**src/rtl/pur_pkg.sv**
```systemverilog
`default_nettype none
package pur_pkg;

    localparam int RANK_W     = 45;
    localparam int LEN_W      = 5;
    localparam int FIRST_W    = 32;
    localparam int VAL_W      = 33;
    localparam int POS_W      = 4;
    localparam int FACT_W     = 64;
    localparam int CFG_IDX_W  = 1;
    localparam int CFG_DATA_W = 32;

    localparam logic [CFG_IDX_W-1:0] REG_PERM_LENGTH = 1'd0;
    localparam logic [CFG_IDX_W-1:0] REG_FIRST_VALUE = 1'd1;

    // one classified rank on its way to the back end
    typedef struct packed {
        logic [RANK_W-1:0] rank;
        logic [LEN_W-1:0]  len;
        logic              err;
    } t_cmd;

    // n! for n up to 20; codes above that are never looked up
    function automatic logic [FACT_W-1:0] fact_of(input logic [LEN_W-1:0] n);
        logic [FACT_W-1:0] f;
        case (n)
            5'd0:    f = 64'd1;
            5'd1:    f = 64'd1;
            5'd2:    f = 64'd2;
            5'd3:    f = 64'd6;
            5'd4:    f = 64'd24;
            5'd5:    f = 64'd120;
            5'd6:    f = 64'd720;
            5'd7:    f = 64'd5040;
            5'd8:    f = 64'd40320;
            5'd9:    f = 64'd362880;
            5'd10:   f = 64'd3628800;
            5'd11:   f = 64'd39916800;
            5'd12:   f = 64'd479001600;
            5'd13:   f = 64'd6227020800;
            5'd14:   f = 64'd87178291200;
            5'd15:   f = 64'd1307674368000;
            5'd16:   f = 64'd20922789888000;
            5'd17:   f = 64'd355687428096000;
            5'd18:   f = 64'd6402373705728000;
            5'd19:   f = 64'd121645100408832000;
            5'd20:   f = 64'd2432902008176640000;
            default: f = '1;
        endcase
        return f;
    endfunction

endpackage
`default_nettype wire

```
**src/rtl/permutation_unrank.sv**
```systemverilog
// A rank is registered in the front end and held in the command queue until the back end
// takes it; each position then counts its digit (the chosen entry's place in the unused list)
// by compare-subtract steps before its element word is loaded into the output register.
// The back end has a single compare-subtract unit and takes the next rank only when idle.
// A rank at or beyond L! yields a single error word and no elements.
// Reset (synchronous, active low) empties the pipeline and queue; perm_length=16, first_value=1.
`default_nettype none
module permutation_unrank #(
    parameter int MAX_LEN = 16
) (
    input  wire logic                             i_clk,
    input  wire logic                             i_rst_n,
    input  wire logic                             i_valid,
    output logic                                  o_stall,
    input  wire logic [pur_pkg::RANK_W-1:0]       i_rank,
    output logic                                  o_valid,
    input  wire logic                             i_stall,
    output logic [pur_pkg::POS_W-1:0]             o_position,
    output logic [pur_pkg::VAL_W-1:0]             o_element_value,
    output logic                                  o_rank_error,
    output logic                                  o_last,
    input  wire logic                             i_cfg_we,
    input  wire logic [pur_pkg::CFG_IDX_W-1:0]    i_cfg_index,
    input  wire logic [pur_pkg::CFG_DATA_W-1:0]   i_cfg_data
);

    logic [pur_pkg::LEN_W-1:0]   r_perm_length;
    logic [pur_pkg::FIRST_W-1:0] r_first_value;

    logic          push;
    logic          full;
    pur_pkg::t_cmd push_cmd;
    logic          q_valid;
    pur_pkg::t_cmd q_cmd;
    logic          pop;

    always_ff @(posedge i_clk) begin
        if (!i_rst_n) begin
            r_perm_length <= pur_pkg::LEN_W'(16);
            r_first_value <= pur_pkg::FIRST_W'(1);
        end else if (i_cfg_we) begin
            case (i_cfg_index)
                pur_pkg::REG_PERM_LENGTH: r_perm_length <= i_cfg_data[pur_pkg::LEN_W-1:0];
                pur_pkg::REG_FIRST_VALUE: r_first_value <= i_cfg_data[pur_pkg::FIRST_W-1:0];
                default: begin
                end
            endcase
        end
    end

    pur_front #(
        .MAX_LEN(MAX_LEN)
    ) u_front (
        .i_clk         (i_clk),
        .i_rst_n       (i_rst_n),
        .i_valid       (i_valid),
        .o_stall       (o_stall),
        .i_rank        (i_rank),
        .i_perm_length (r_perm_length),
        .i_full        (full),
        .o_push        (push),
        .o_cmd         (push_cmd)
    );

    pur_fifo u_fifo (
        .i_clk   (i_clk),
        .i_rst_n (i_rst_n),
        .i_push  (push),
        .i_cmd   (push_cmd),
        .o_full  (full),
        .o_valid (q_valid),
        .o_cmd   (q_cmd),
        .i_pop   (pop)
    );

    pur_back #(
        .MAX_LEN(MAX_LEN)
    ) u_back (
        .i_clk           (i_clk),
        .i_rst_n         (i_rst_n),
        .i_cmd_valid     (q_valid),
        .i_cmd           (q_cmd),
        .o_pop           (pop),
        .i_first_value   (r_first_value),
        .o_valid         (o_valid),
        .i_stall         (i_stall),
        .o_position      (o_position),
        .o_element_value (o_element_value),
        .o_rank_error    (o_rank_error),
        .o_last          (o_last)
    );

endmodule
`default_nettype wire

```
**src/rtl/pur_front.sv**
```systemverilog
`default_nettype none
module pur_front #(
    parameter int MAX_LEN = 16
) (
    input  wire logic                         i_clk,
    input  wire logic                         i_rst_n,
    input  wire logic                         i_valid,
    output logic                              o_stall,
    input  wire logic [pur_pkg::RANK_W-1:0]   i_rank,
    input  wire logic [pur_pkg::LEN_W-1:0]    i_perm_length,
    input  wire logic                         i_full,
    output logic                              o_push,
    output pur_pkg::t_cmd                     o_cmd
);

    logic                    r_valid;
    pur_pkg::t_cmd           r_cmd;
    logic                    n_valid;
    pur_pkg::t_cmd           n_cmd;
    logic [pur_pkg::LEN_W-1:0] eff_len;
    logic                    accept;

    always_comb begin
        if (i_perm_length == '0) begin
            eff_len = pur_pkg::LEN_W'(1);
        end else if (i_perm_length > pur_pkg::LEN_W'(MAX_LEN)) begin
            eff_len = pur_pkg::LEN_W'(MAX_LEN);
        end else begin
            eff_len = i_perm_length;
        end
    end

    assign o_stall = r_valid && i_full;
    assign accept  = i_valid && !o_stall;
    assign o_push  = r_valid && !i_full;
    assign o_cmd   = r_cmd;

    always_comb begin
        n_valid = r_valid;
        n_cmd   = r_cmd;
        if (accept) begin
            n_valid    = 1'b1;
            n_cmd.rank = i_rank;
            n_cmd.len  = eff_len;
            // flag ranks at or beyond len!
            n_cmd.err  = {{(pur_pkg::FACT_W-pur_pkg::RANK_W){1'b0}}, i_rank}
                         >= pur_pkg::fact_of(eff_len);
        end else if (o_push) begin
            n_valid = 1'b0;
        end
    end

    always_ff @(posedge i_clk) begin
        if (!i_rst_n) begin
            r_valid <= 1'b0;
        end else begin
            r_valid <= n_valid;
        end
        r_cmd <= n_cmd;
    end

endmodule
`default_nettype wire

```
**src/rtl/pur_fifo.sv**
```systemverilog
`default_nettype none
module pur_fifo (
    input  wire logic          i_clk,
    input  wire logic          i_rst_n,
    input  wire logic          i_push,
    input  wire pur_pkg::t_cmd i_cmd,
    output logic               o_full,
    output logic               o_valid,
    output pur_pkg::t_cmd      o_cmd,
    input  wire logic          i_pop
);

    pur_pkg::t_cmd r_mem [2];
    logic          r_wr;
    logic          r_rd;
    logic [1:0]    r_count;
    logic [1:0]    n_count;

    assign o_full  = (r_count == 2'd2);
    assign o_valid = (r_count != 2'd0);
    assign o_cmd   = r_mem[r_rd];

    always_comb begin
        n_count = r_count;
        if (i_push && !i_pop) begin
            n_count = r_count + 2'd1;
        end else if (!i_push && i_pop) begin
            n_count = r_count - 2'd1;
        end
    end

    always_ff @(posedge i_clk) begin
        if (!i_rst_n) begin
            r_wr    <= 1'b0;
            r_rd    <= 1'b0;
            r_count <= 2'd0;
        end else begin
            if (i_push) begin
                r_wr <= !r_wr;
            end
            if (i_pop) begin
                r_rd <= !r_rd;
            end
            r_count <= n_count;
        end
        if (i_push) begin
            r_mem[r_wr] <= i_cmd;
        end
    end

    a_no_overflow: assert property (@(posedge i_clk) disable iff (!i_rst_n)
        !(i_push && o_full) && !(i_pop && !o_valid) && r_count != 2'd3)
        else $error("command queue over- or underflow");

endmodule
`default_nettype wire

```
**src/rtl/pur_back.sv**
```systemverilog
`default_nettype none
module pur_back #(
    parameter int MAX_LEN = 16
) (
    input  wire logic                          i_clk,
    input  wire logic                          i_rst_n,
    input  wire logic                          i_cmd_valid,
    input  wire pur_pkg::t_cmd                 i_cmd,
    output logic                               o_pop,
    input  wire logic [pur_pkg::FIRST_W-1:0]   i_first_value,
    output logic                               o_valid,
    input  wire logic                          i_stall,
    output logic [pur_pkg::POS_W-1:0]          o_position,
    output logic [pur_pkg::VAL_W-1:0]          o_element_value,
    output logic                               o_rank_error,
    output logic                               o_last
);

    localparam int IDX_W = (MAX_LEN > 1) ? $clog2(MAX_LEN) : 1;

    localparam logic S_IDLE  = 1'b0;
    localparam logic S_DIGIT = 1'b1;

    logic                          r_state;
    logic                          n_state;
    logic [pur_pkg::RANK_W-1:0]    r_rest;
    logic [pur_pkg::RANK_W-1:0]    n_rest;
    logic [pur_pkg::LEN_W-1:0]     r_len;
    logic [pur_pkg::LEN_W-1:0]     n_len;
    logic [IDX_W-1:0]              r_pos;
    logic [IDX_W-1:0]              n_pos;
    logic [IDX_W-1:0]              r_digit;
    logic [IDX_W-1:0]              n_digit;
    logic [IDX_W-1:0]              r_list [MAX_LEN];
    logic [IDX_W-1:0]              n_list [MAX_LEN];

    logic                          r_out_valid;
    logic [pur_pkg::POS_W-1:0]     r_out_pos;
    logic [pur_pkg::VAL_W-1:0]     r_out_val;
    logic                          r_out_err;
    logic                          r_out_last;

    logic                          out_free;
    logic                          out_load;
    logic [pur_pkg::POS_W-1:0]     load_pos;
    logic [pur_pkg::VAL_W-1:0]     load_val;
    logic                          load_err;
    logic                          load_last;
    logic [pur_pkg::LEN_W-1:0]     remaining;
    logic [pur_pkg::FACT_W-1:0]    fact;
    logic                          can_step;
    logic                          is_last;
    logic [IDX_W-1:0]              chosen;

    assign out_free  = !r_out_valid || !i_stall;
    assign remaining = r_len - pur_pkg::LEN_W'(r_pos);
    assign fact      = pur_pkg::fact_of(remaining - pur_pkg::LEN_W'(1));
    assign can_step  = ({{(pur_pkg::FACT_W-pur_pkg::RANK_W){1'b0}}, r_rest} >= fact)
                       && (pur_pkg::LEN_W'(r_digit) < remaining - pur_pkg::LEN_W'(1));
    assign is_last   = (pur_pkg::LEN_W'(r_pos) == r_len - pur_pkg::LEN_W'(1));
    assign chosen    = r_list[r_digit];

    always_comb begin
        n_state   = r_state;
        n_rest    = r_rest;
        n_len     = r_len;
        n_pos     = r_pos;
        n_digit   = r_digit;
        n_list    = r_list;
        o_pop     = 1'b0;
        out_load  = 1'b0;
        load_pos  = '0;
        load_val  = '0;
        load_err  = 1'b0;
        load_last = 1'b0;
        case (r_state)
            S_IDLE: begin
                if (i_cmd_valid) begin
                    if (i_cmd.err) begin
                        // single error word, no elements
                        if (out_free) begin
                            o_pop     = 1'b1;
                            out_load  = 1'b1;
                            load_err  = 1'b1;
                            load_last = 1'b1;
                        end
                    end else begin
                        o_pop   = 1'b1;
                        n_rest  = i_cmd.rank;
                        n_len   = i_cmd.len;
                        n_pos   = '0;
                        n_digit = '0;
                        for (int i = 0; i < MAX_LEN; i++) begin
                            n_list[i] = IDX_W'(i);
                        end
                        n_state = S_DIGIT;
                    end
                end
            end
            S_DIGIT: begin
                if (can_step) begin
                    // one compare-subtract per cycle builds the digit
                    n_rest  = r_rest - pur_pkg::RANK_W'(fact);
                    n_digit = r_digit + IDX_W'(1);
                end else if (out_free) begin
                    out_load  = 1'b1;
                    load_pos  = pur_pkg::POS_W'(r_pos);
                    load_val  = {1'b0, i_first_value} + pur_pkg::VAL_W'(chosen);
                    load_last = is_last;
                    // drop the chosen entry, close the gap
                    for (int i = 0; i < MAX_LEN - 1; i++) begin
                        if (IDX_W'(i) >= r_digit) begin
                            n_list[i] = r_list[i+1];
                        end
                    end
                    n_pos   = r_pos + IDX_W'(1);
                    n_digit = '0;
                    if (is_last) begin
                        n_state = S_IDLE;
                    end
                end
            end
            default: begin
                n_state = S_IDLE;
            end
        endcase
    end

    always_ff @(posedge i_clk) begin
        if (!i_rst_n) begin
            r_state     <= S_IDLE;
            r_out_valid <= 1'b0;
        end else begin
            r_state <= n_state;
            if (out_load) begin
                r_out_valid <= 1'b1;
            end else if (!i_stall) begin
                r_out_valid <= 1'b0;
            end
        end
        r_rest  <= n_rest;
        r_len   <= n_len;
        r_pos   <= n_pos;
        r_digit <= n_digit;
        r_list  <= n_list;
        if (out_load) begin
            r_out_pos  <= load_pos;
            r_out_val  <= load_val;
            r_out_err  <= load_err;
            r_out_last <= load_last;
        end
    end

    assign o_valid         = r_out_valid;
    assign o_position      = r_out_pos;
    assign o_element_value = r_out_val;
    assign o_rank_error    = r_out_err;
    assign o_last          = r_out_last;

    a_err_word: assert property (@(posedge i_clk) disable iff (!i_rst_n)
        o_valid && o_rank_error |-> o_last && o_position == '0 && o_element_value == '0)
        else $error("error word carries element data");

    a_digit_bound: assert property (@(posedge i_clk) disable iff (!i_rst_n)
        r_state == S_DIGIT |-> pur_pkg::LEN_W'(r_digit) < remaining)
        else $error("digit past remaining count");

    a_last_idle: assert property (@(posedge i_clk) disable iff (!i_rst_n)
        out_load && load_last |=> r_state == S_IDLE)
        else $error("sequencer busy after last word");

endmodule
`default_nettype wire
```
**config.mk**
```make
export PLATFORM = sky130hd
export DESIGN_NAME = permutation_unrank
export DESIGN_NICKNAME = d
export VERILOG_FILES = /design/src/rtl/pur_pkg.sv /design/src/rtl/permutation_unrank.sv /design/src/rtl/pur_front.sv /design/src/rtl/pur_fifo.sv /design/src/rtl/pur_back.sv
export SDC_FILE = /design/constraint.sdc
export NUM_CORES = 1
export LEC_CHECK = 0
export ABC_AREA = 1
export BUFFER_PORTS_ARGS = -buffer_cell sky130_fd_sc_hd__buf_2
export CORE_MARGIN = 8
export CORE_UTILIZATION = 26
export CTS_CLUSTER_DIAMETER = 200
export DETAILED_ROUTE_END_ITERATION = 10
export GPL_TIMING_DRIVEN = 0
export PLACE_DENSITY = 0.4
export SYNTH_ARGS = -nofsm -noshare
export SYNTH_HDL_FRONTEND = slang
export SYNTH_HIERARCHICAL = 1
export SYNTH_MEMORY_MAX_BITS = 65536
export SYNTH_SLANG_ARGS = --single-unit
```
**constraint.sdc**
```tcl
create_clock -name i_clk -period 12.53 [get_ports i_clk]
set_clock_uncertainty 0.1 [all_clocks]
set_input_delay 0.6265 -clock i_clk [delete_from_list [all_inputs] [get_ports i_clk]]
set_output_delay 0.6265 -clock i_clk [all_outputs]
set_load 0.02 [all_outputs]
```
==> results of run 1 <==
[through the flow]
step / utilization [%] / cells / instance area (um^2) / setup slack (ns) / hold slack (ns)
2_1_floorplan: - / 2169 / 20110 / 4.981 / 0.3215
3_3_place_gp: 28.63 / 3332 / 22030 / 1.180 / 0.3257
3_5_place_dp: 28.81 / 3337 / 22170 / 6.094 / 0.3313
4_1_cts: 30.55 / 3409 / 23510 / 6.056 / 0.1208
5_1_grt: 30.55 / 3409 / 23510 / 5.566 / 0.1280
6_report: 30.55 / 3409 / 23510 / 6.106 / 0.1627
[area by class of cell]
type / count / area share [%]
Tap cell: 1040 / 5.535
Inverter: 258 / 4.125
Multi-Input combinational cell: 1509 / 37.87
Clock inverter: 26 / 1.261
Clock buffer: 46 / 4.444
Timing Repair Buffer: 128 / 3.076
Sequential cell: 344 / 42.02
Buffer: 58 / 1.661
[cells by family (layout without fill, tap and decap cells)]
group	Yosys count	in the layout	synth area share, %
multiplexers	51	51	3.789
other	1	2	0.01865
XOR/XNOR	42	42	1.904
AND/OR/NAND/NOR	905	905	19.59
adder cells (fa/ha/maj)	131	131	8.262
flip-flops	344	344	49.13
AO/OA/AOI/OAI	378	378	10.55
buffers and inverters	316	516	6.763
[cell usage in the layout (no fill, tap or decap), types with 24 or more instances in the layout]
master / instances
nor3_1: 27
a21oi_1: 115
clkbuf_16: 41
dfxtp_1: 45
nand2_1: 415
inv_1: 242
mux2_4: 50
nand4_1: 24
a31oi_1: 38
buf_2: 127
o21ai_0: 148
edfxtp_1: 299
nand3_1: 63
ha_1: 128
nor2_1: 288
clkbuf_1: 39
[sequential cells by signal, summed over array words and instances (netlist names), named ones only]
register / cells
u_back/o_last: 1
r_first_value: 32
u_front/r_valid: 1
u_fifo/r_wr: 1
u_back/r_rest: 45
u_fifo/r_mem: 102
u_back/r_digit: 4
u_back/o_element_value: 33
u_fifo/r_rd: 1
u_back/r_list: 49
r_perm_length: 5
u_back/o_rank_error: 1
u_back/r_len: 5
u_fifo/r_count: 2
u_back/r_state: 1
u_front/o_cmd: 51
u_back/o_valid: 1
u_back/o_position: 4
u_back/r_pos: 4
[per-layer routing]
metal / global-route usage, % / wire (um) / vias to the layer above
met4: 3.674 / 1271 / 0
met3: 1.712 / 2138 / 62
met2: 24.79 / 30960 / 286
met5: 0 / 0 / -
met1: 18.92 / 29140 / 7387
li1: - / - / 7718
[Yosys cell counts (16+ instances only)]
cell | count | share of area, %
nand2_1 | 416 | 7.8
edfxtp_1 | 299 | 45
nor2_1 | 290 | 5.4
inv_1 | 243 | 4.5
o21ai_0 | 149 | 3.7
ha_1 | 128 | 8.0
a21oi_1 | 115 | 2.9
nand3_1 | 63 | 1.6
mux2_4 | 50 | 3.7
dfxtp_1 | 45 | 4.5
a31oi_1 | 38 | 1.2
clkbuf_1 | 34 | 0.63
nor3_1 | 27 | 0.67
nand4_1 | 24 | 0.75
xor2_1 | 22 | 0.96
or2_2 | 21 | 0.65
o21bai_1 | 18 | 0.67
xnor2_1 | 18 | 0.78
o21ai_1 | 16 | 0.40
[worst paths after layout]
kind | start | end | cells after the start
worst min register to register | u_front/o_cmd[41] | u_fifo/r_mem[0][41] | 0
worst max register to register | u_back/r_pos[0] | u_back/o_element_value[18] | 27
worst max-delay path | u_back/r_pos[0] | u_back/o_element_value[18] | 27
worst min-delay path | i_rank[37] | u_front/o_cmd[43] | 1
[worst max-delay path: stages, from the launching register on]
cell,delay [ns]
edfxtp_1,0.43
inv_1,0.15
ha_1,0.18
inv_1,0.05
fa_1,0.40
or2_1,0.24
nand2_2,0.14
clkbuf_1,0.50
ha_1,0.30
o21ai_1,0.12
inv_1,0.10
clkbuf_1,0.36
a31oi_1,0.20
ha_1,0.46
nand2_1,0.12
nor2_1,0.23
nand4_1,0.21
nor2_1,0.16
nand3b_1,0.09
nand4_1,0.12
nand2_1,0.06
nand2_1,0.06
nand2_1,0.06
nand2_2,0.07
nand2_4,0.10
nand2_4,0.13
buf_4,0.21
nand2_2,0.55
==> run metrics, run 1 <==
status=complete, no violations; clock sink count=approximately 340; die width=a little under 300 um; FMAX=approximately 0.16 GHz; Worst Setup End Kind=flop; starting DRC count in detailed routing=just over 1,000; vias in the first global route=roughly 16,000; worst path arrival time=around 6.4 ns; Max H-tree Level=2; area grow syn2layout=16.90%; wire per inst=around 19 um; post-synthesis instance total=2,168; area taken by multi-input logic gates=8904 um^2; first-pass GRT wire length=about 96 mm; Final Cycle Share=between 50% and 60%; Starting Density=between 20% and 30%; Main synth FF type=edfxtp_1; Std-Cell Rows=approximately 100; YS warnings=6; root buffer cell=clkbuf_16; mean post-synth cell area=~9 um^2; IO Pins=roughly 120; Critical Path Start Type=flop; via count=between 15,000 and 20,000; Net count, final=roughly 2,600; initial antenna violation count=0; Final TNS setup=0 ns; Buffers on Ports=roughly 120; fillers=a little over 8,000; largest net degree at the start of global routing=40; core footprint=76,960 um^2; final WL=approximately 64 mm; reg2reg setup slack=slightly above 6 ns; HP Class=input port to flop; Max Slew Vio Count=0; data required time at the worst endpoint=approximately 13 ns; gr usage total=between 10% and 20%; post-CTS sizing=0; Mapped Area=between 20,000 and 25,000 um^2; register area share after synthesis=between 40% and 50%; Hold Violations, Final=0; endpoints failing setup=0; die area=86,500 um^2; Async S/R FF share, synth=0%; Slew HR=roughly a third; CTS tree=done; post-DP HPWL=~50 mm; Max Cap Viol=0; layout cell share with drive strength beyond 1=~15%; clock slew at reported path FFs=about 0.06 ns; number of diodes=0; die height=294.1 um; Residual DRC=0; GRT Residual Overflow=0; antenna viol nets, final=0; WS Path Type=flop to flop; post-synth cell types=72; post-layout min period=6.424 ns; Seq cells post-synth=between 300 and 400; drt first pass iters=5; clock latency on the worst-skew pair=about 0.58 ns; vias per cell=between 4 and 5; worst-margin pin slew=around 1 ns; CP max FO=39; setup repair after global routing missed its margin=no; register area=9879 um^2; worst-case clock buffer depth=3; gp weighted congestion=around 0.90; Post CTS Setup Buffer Count=0; cts bufs inserted=40; number of synthesized flops with an enable pin=roughly 300; Post-CTS Hold Buffers=0
Power of run 1 is not shown: default switching activity piles up to over one toggle a cycle in this logic, so the estimate is an artifact.
==> run 2: changes to the inputs <==
--- a/config.mk
+++ b/config.mk
@@ -5,14 +5,14 @@
 export SDC_FILE = /design/constraint.sdc
 export NUM_CORES = 1
 export LEC_CHECK = 0
-export ABC_AREA = 1
+export ABC_AREA = 0
 export BUFFER_PORTS_ARGS = -buffer_cell sky130_fd_sc_hd__buf_2
 export CORE_MARGIN = 8
 export CORE_UTILIZATION = 26
 export CTS_CLUSTER_DIAMETER = 200
 export DETAILED_ROUTE_END_ITERATION = 10
 export GPL_TIMING_DRIVEN = 0
-export PLACE_DENSITY = 0.4
+export PLACE_DENSITY = 0.41
 export SYNTH_ARGS = -nofsm -noshare
 export SYNTH_HDL_FRONTEND = slang
 export SYNTH_HIERARCHICAL = 1
==> constraint.sdc (replaced) <==
create_clock -name i_clk -period 5.2 [get_ports i_clk]
set_clock_uncertainty 0.1 [all_clocks]
set_input_delay 0.26 -clock i_clk [delete_from_list [all_inputs] [get_ports i_clk]]
set_output_delay 0.26 -clock i_clk [all_outputs]
set_load 0.02 [all_outputs]
==> run 2 against run 1 <==
The flow now finishes with violations (negative setup slack); global-route usage shrank 0.58 points; fmax grew 19%; clock-buffer cell count shrank 1; register-to-register slack lost 6.3 ns; design area grew 7.4%; sequential cell count is the same; critical endpoint is now u_back/r_rest[28]; critical path depth shrank 3; setup slack lost 6.3 ns.
==> run metrics, run 2 <==
CP max FO=7 (-82%); placed cell count=2,786 (-17%); Hold Violations, Final=0 (unchanged); Max Slew Vio Count=0 (unchanged); YS warnings=6 (unchanged); vias per cell=4.776 (+5.4%); post-synth top area share=47.01% (+2.4 points); worst r2r src=u_back/r_len[2]; wire per inst=19.47 um (+4.5%); slowest CP cell=or4_4; final WL=58.81 mm (-7.4%); via count=14,430 (-6.6%); worst-case clock buffer depth=3 (unchanged); most frequent cells in the layout=edfxtp_1, buf_2, nand2_1; Slew HR=20.84% (-14 points); die width=287.0 um (-2.4%); Starting Density=26.22% (+0.092 points); IO Pins=124 (unchanged); Std-Cell Rows=99 (-2.9%); largest net degree at the start of global routing=34 (-15%); Worst Setup End Kind=flop; post-DP HPWL=42.85 mm (-16%); first-pass GRT wire length=88.82 mm (-7.4%); starting DRC count in detailed routing=907 (-11%); antenna viol nets, final=0 (unchanged); post-synth cell types=79 (+9.7%); critical hold path startpoint=i_cfg_we; drt first pass iters=5 (unchanged); max reg flops=102 (unchanged); crit-path cells=ha_4, nor2b_1, o21a_1, or3_4, and2_4, clkbuf_16, buf_8, o21ai_4, nand3_2, ha_4, clkbuf_8, nand2_4, or4_4, a21o_1, a21oi_2, or3_4, o211ai_1, a31oi_4, buf_4, buf_6, nand2_8, o21ai_4, clkbuf_16, clkbuf_16; layout cell share with drive strength beyond 1=27.85% (+13 points); mean post-synth cell area=11.25 um^2 (+21%); clock slew at reported path FFs=0.06 ns (about the same); Critical Path Start Type=flop; die area=82,390 um^2 (-4.7%); beginning of the critical path=u_back/r_len[2]; gr usage total=13.76% (-0.58 points); CP Buf/Inv Count=7 (+1); Buffers on Ports=123 (unchanged); HP Class=input port to flop; Final Cycle Share=104.2% (+53 points); commonest non-fill, non-tap cell in the layout=edfxtp_1; cell family with most CP delay=simple AND/OR/NAND/NOR gates; Mapped Area=19,100 um^2 (-5.0%); WS Path Type=flop to flop; top post-synthesis cells by count=edfxtp_1, nand2_1, ha_1; Max Cap Viol=0 (unchanged); Final TNS setup=-15.81 ns (-15.81 ns); cts bufs inserted=40 (unchanged); slack of the critical path=-0.2203 ns (-6.327 ns); vias in the first global route=14,840 (-5.2%); Worst path max stage delay=0.49 ns (-0.06 ns); CTS tree=done; failing checks=negative setup slack; root buffer cell=clkbuf_16; core footprint=72,830 um^2 (-5.4%); FMAX=0.1845 GHz (+19%); CP most frequent cell=clkbuf_16; post-synthesis instance total=1,698 (-22%); Main synth FF type=edfxtp_1; Biggest register=u_fifo/r_mem; register area share after synthesis=51.72% (+2.6 points); Max H-tree Level=2 (unchanged); DP Area=21,200 um^2 (-4.4%); top-count cell post-synth=edfxtp_1; status=complete, but fails checks; area grow syn2layout=32.24%; die height=287.0 um (-2.4%); Design Area, Final=25,260 um^2 (+7.4%); Net count, final=2,245 (-12%); data required time at the worst endpoint=5.37 ns (-7.16 ns); worst-margin pin slew=1.187 ns (+0.2116 ns); number of synthesized flops with an enable pin=299 (unchanged); GRT Residual Overflow=0 (unchanged); setup repair after global routing missed its margin=yes; synth top area cells=edfxtp_1, ha_1, mux2_2, dfxtp_1, a21oi_1; clock sink count=344 (unchanged); Util after Layout=34.68% (+4.1 points); post-layout min period=5.420 ns (-1.003 ns); endpoints failing setup=119 (+119); Layout Cells excl Fill=3,021 (-11%); Residual DRC=0 (unchanged); clock latency on the worst-skew pair=0.56 ns (-0.02 ns); Async S/R FF share, synth=0% (unchanged); initial antenna violation count=0 (unchanged); Seq cells post-synth=344 (unchanged); worst path arrival time=5.59 ns (-0.83 ns); Synth area leader=edfxtp_1; gp weighted congestion=0.8834 (-1.5%)
run 2: cell count changes in the layout (fill, tap and decap cells not counted), moves of 26 or more:
cell,previous run,this run
o21ai_0,148,49
a21oi_1,115,89
mux2_4,50,1
nand2b_1,0,26
a21o_1,6,32
mux2_2,1,87
dlygate4sd3_1,0,82
nand4_1,24,51
and2_1,1,39
a31oi_1,38,11
nor2_1,288,102
buf_4,2,64
inv_1,242,49
nand2_1,415,131
run 2: kinds of logic (layout without fill, tap and decap cells):
logic type / Yosys count / in the layout / share of synthesized area (%)
AO/OA/AOI/OAI: 369 / 371 / 11.92
adder cells (fa/ha/maj): 133 / 133 / 8.804
buffers and inverters: 157 / 517 / 3.557
multiplexers: 112 / 112 / 7.232
AND/OR/NAND/NOR: 494 / 494 / 12.64
XOR/XNOR: 88 / 88 / 4.107
flip-flops: 344 / 344 / 51.72
other: 1 / 3 / 0.01963
run 2: repair_timing:
action,in CTS,in global routing
hold buffers,82,0
hold endpoints to repair,90,0
setup buffers,52,29
pin swaps,44,27
endpoints found under the setup margin,219,198
resized for setup,177,91
gates cloned,7,5
run 2: worst paths after layout:
| path | end | slack (ns) | cells past startpoint |
|---|---|---|---|
| setup / recovery | u_back/r_rest[28] | -0.22 | 24 |
| hold / removal | r_perm_length[0] | 0.07 | 3 |
| setup reg to reg | u_back/r_rest[28] | -0.22 | 24 |
| hold reg to reg | u_fifo/r_mem[1][29] | 0.34 | 0 |
run 2: through the flow:
step,hold WS (ns),setup WS [ns]
after floorplan,0.2589,0.0004472
after global placement,0.3234,-1.927
after detailed placement,0.3310,-1.958
after CTS,0.01902,-0.2269
after global routing,0.04279,-0.4215
final,0.06536,-0.2203
run 2: worst register-to-register path, cell delays in order (launching register included):
cell and delay [ns]:
edfxtp_1 0.47, ha_4 0.31, nor2b_1 0.14, o21a_1 0.20
or3_4 0.43, and2_4 0.19, clkbuf_16 0.16, buf_8 0.14
o21ai_4 0.12, nand3_2 0.13, ha_4 0.29, clkbuf_8 0.13
nand2_4 0.05, or4_4 0.49, a21o_1 0.19, a21oi_2 0.18
or3_4 0.16, o211ai_1 0.14, a31oi_4 0.27, buf_4 0.16
buf_6 0.10, nand2_8 0.05, o21ai_4 0.12, clkbuf_16 0.23
clkbuf_16 0.18
run 2: area by class of cell:
cell class	instances	area, um^2
Antenna cell	1	2.502
Buffer	87	601.8
Clock buffer	45	1020
Clock inverter	27	236.5
Fill cell	7338	47580
Inverter	58	231.5
Multi-Input combinational cell	1200	9583
Sequential cell	344	9879
Tap cell	959	1200
Timing Repair Buffer	300	2505
run 2: routing by layer:
| layer | up-vias | GRT usage (%) | routed length [um] |
|---|---|---|---|
| met3 | 86 | 1.604 | 1677 |
| li1 | 6944 | - | - |
| met1 | 7109 | 18.00 | 26430 |
| met2 | 288 | 23.43 | 29000 |
| met5 | - | 0 | 0 |
| met4 | 0 | 4.654 | 1704 |
Power of run 2 is left out for the same reason.
==> run 3: changes to the inputs <==
==> constraint.sdc (replaced) <==
create_clock -name i_clk -period 5.2 [get_ports i_clk]
set_clock_uncertainty 0.1 [all_clocks]
set_input_delay 1.3 -clock i_clk [delete_from_list [all_inputs] [get_ports i_clk]]
set_output_delay 1.3 -clock i_clk [all_outputs]
set_load 0.02 [all_outputs]
==> run 3 against run 2 <==
Sequential cell count unchanged; setup slack better by 0.036 ns; final cell count shrank 3.4%; fmax up 0.66%; clock-buffer cell count did not move; register-to-register slack improved by 0.04 ns; non-clock buffer count fell by 104; global-route usage fell by 0.21 points; worst hold slack gained 0.27 ns; die area did not move; the flow still finishes with violations (negative setup slack); design area decreased by 5.0%; largest cell class unchanged; critical path type unchanged; routed wire length is 2.5% lower.
==> run metrics, run 3 (synthesis results as in run 2) <==
status=complete, but fails checks; failing checks=negative setup slack; beginning of the critical path=u_back/r_pos[0]; largest net degree at the start of global routing=34 (unchanged); wire per inst=19.65 um (+0.93%); reg-to-reg endpoint=u_back/r_list[57]; endpoints failing setup=159 (+34%); data required time at the worst endpoint=5.34 ns (-0.03 ns); clock slew at reported path FFs=0.06 ns (about the same); Hold Violations, Final=0 (unchanged); gr usage total=13.55% (-0.21 points); post-layout min period=5.385 ns (-0.03576 ns); Starting Density=26.22% (unchanged); Buffers on Ports=123 (unchanged); gp weighted congestion=0.8834 (unchanged); worst path arrival time=5.53 ns (-0.06 ns); Slew HR=21.28% (+0.45 points); worst-margin pin slew=1.181 ns (-0.006688 ns); most frequent cells in the layout=edfxtp_1, buf_2, nand2_1; Post-CTS Hold Buffers=0 (-100%); layout cell share with drive strength beyond 1=27.64% (-0.21 points); DP Area=21,200 um^2 (unchanged); worst r2r src=u_back/r_pos[0]; GRT Residual Overflow=0 (unchanged); Final Cycle Share=103.5% (-0.69 points); via count=13,900 (-3.7%); Max Cap Viol=0 (unchanged); die area=82,390 um^2 (unchanged); clock latency on the worst-skew pair=0.56 ns (about the same); initial antenna violation count=2 (+2); Net count, final=2,141 (-4.6%); die height=287.0 um (unchanged); R2R depth=23 (-4.2%); vias in the first global route=14,390 (-3.0%); commonest non-fill, non-tap cell in the layout=edfxtp_1; Max H-tree Level=2 (unchanged); slack of the critical path=-0.1846 ns (+0.03576 ns); CTS tree=done; vias per cell=4.763 (-0.27%); hold path depth=0 (-3); Worst Setup End Kind=flop; worst-case clock buffer depth=3 (unchanged); clock sink count=344 (unchanged); die width=287.0 um (unchanged); post-DP HPWL=42.85 mm (unchanged); Std-Cell Rows=99 (unchanged); core footprint=72,830 um^2 (unchanged); Max Slew Vio Count=0 (unchanged); WS Path Type=flop to flop; area grow syn2layout=25.65%; cts bufs inserted=40 (unchanged); Biggest register=u_fifo/r_mem; Design Area, Final=24,000 um^2 (-5.0%); drt first pass iters=5 (unchanged); crit path capture=u_back/r_list[57]; Residual DRC=0 (unchanged); reg2reg setup slack=-0.18 ns (+0.04 ns); root buffer cell=clkbuf_16; CP max FO=7 (unchanged); first-pass GRT wire length=87.29 mm (-1.7%); IO Pins=124 (unchanged); setup repair after global routing missed its margin=yes; final WL=57.34 mm (-2.5%); starting DRC count in detailed routing=863 (-4.9%); Critical Path Start Type=flop; HP Class=flop to flop; FMAX=0.1857 GHz (+0.66%); antenna viol nets, final=0 (unchanged); max reg flops=102 (unchanged)
## run 3: cell types whose count changed in the layout (fill, tap and decap cells not counted), sizes merged
cell,previous run,this run
dlygate4sd3,82,0
buf,245,227
clkbuf,104,100
clkinv,21,22
diode,1,2
inv,60,59
## run 3: what timing repair did
item                                    CTS  global route
endpoints found under the setup margin  219           198
resized for setup                       177            40
setup buffers                            52            11
pin swaps                                44            11
gates cloned                              7             0
endpoints found under the hold margin     0             0
## run 3: worst max-delay path: stages (launching register included)
cell and delay [ns]:
edfxtp_1 0.40, inv_2 0.08, ha_2 0.18, inv_2 0.04, fa_2 0.62, ha_4 0.17, inv_2 0.06, ha_4 0.18
nor2_4 0.14, nor2_4 0.08, buf_4 0.15, a211oi_4 0.33, ha_4 0.28, a21o_1 0.19, o41a_1 0.41, o21ai_2 0.24
a2111oi_4 0.11, o211ai_1 0.28, a31oi_4 0.17, nand2b_4 0.18, nor2b_4 0.13, buf_8 0.17, buf_12 0.14, a21oi_4 0.23
## run 3: metrics by stage
step           util (%)  setup TNS (ns)  worst slack [ns]  instances  hold WS [ns]
6_report          32.95          -15.61           -0.1846       2918        0.3361
5_1_grt           32.95          -51.08           -0.4221       2918        0.3483
4_1_cts           32.61          -18.58           -0.2269       2908        0.3274
3_5_place_dp      29.11         -329.88            -1.958       2786        0.3310
3_3_place_gp      28.93         -369.36            -1.927       2781        0.3234
2_1_floorplan         -               0         0.0004472       1699        0.3215
## run 3: worst min-delay path by stage
stage / startpoint / end
floorplan: u_front/o_cmd[0] / u_fifo/r_mem[0][0]
global placement: u_front/o_cmd[6] / u_fifo/r_mem[0][6]
detailed placement: u_front/o_cmd[36] / u_fifo/r_mem[0][36]
CTS: u_front/o_cmd[46] / u_fifo/r_mem[0][46]
global route: u_front/o_cmd[50] / u_fifo/r_mem[0][50]
finish: u_front/o_cmd[46] / u_fifo/r_mem[0][46]
## run 3: routing by layer
metal	GRT usage [%]	vias up	part of all wire (%)
met5	0	-	0
met4	3.999	0	2.5
met3	1.628	73	3.3
met2	23.18	236	49
met1	17.83	6856	45
li1	-	6732	-
## run 3: final cells by class
cell class | instances | area [um^2]
fill | 7447 | 48830
clock buffer | 45 | 1020
multi-input combinational | 1200 | 9453
inverter | 58 | 225.2
tap | 959 | 1200
clock inverter | 27 | 236.5
sequential | 344 | 9879
buffer | 87 | 573.1
antenna | 2 | 5.005
timing repair buffer | 196 | 1409
Power of run 3 is left out for the same reason.
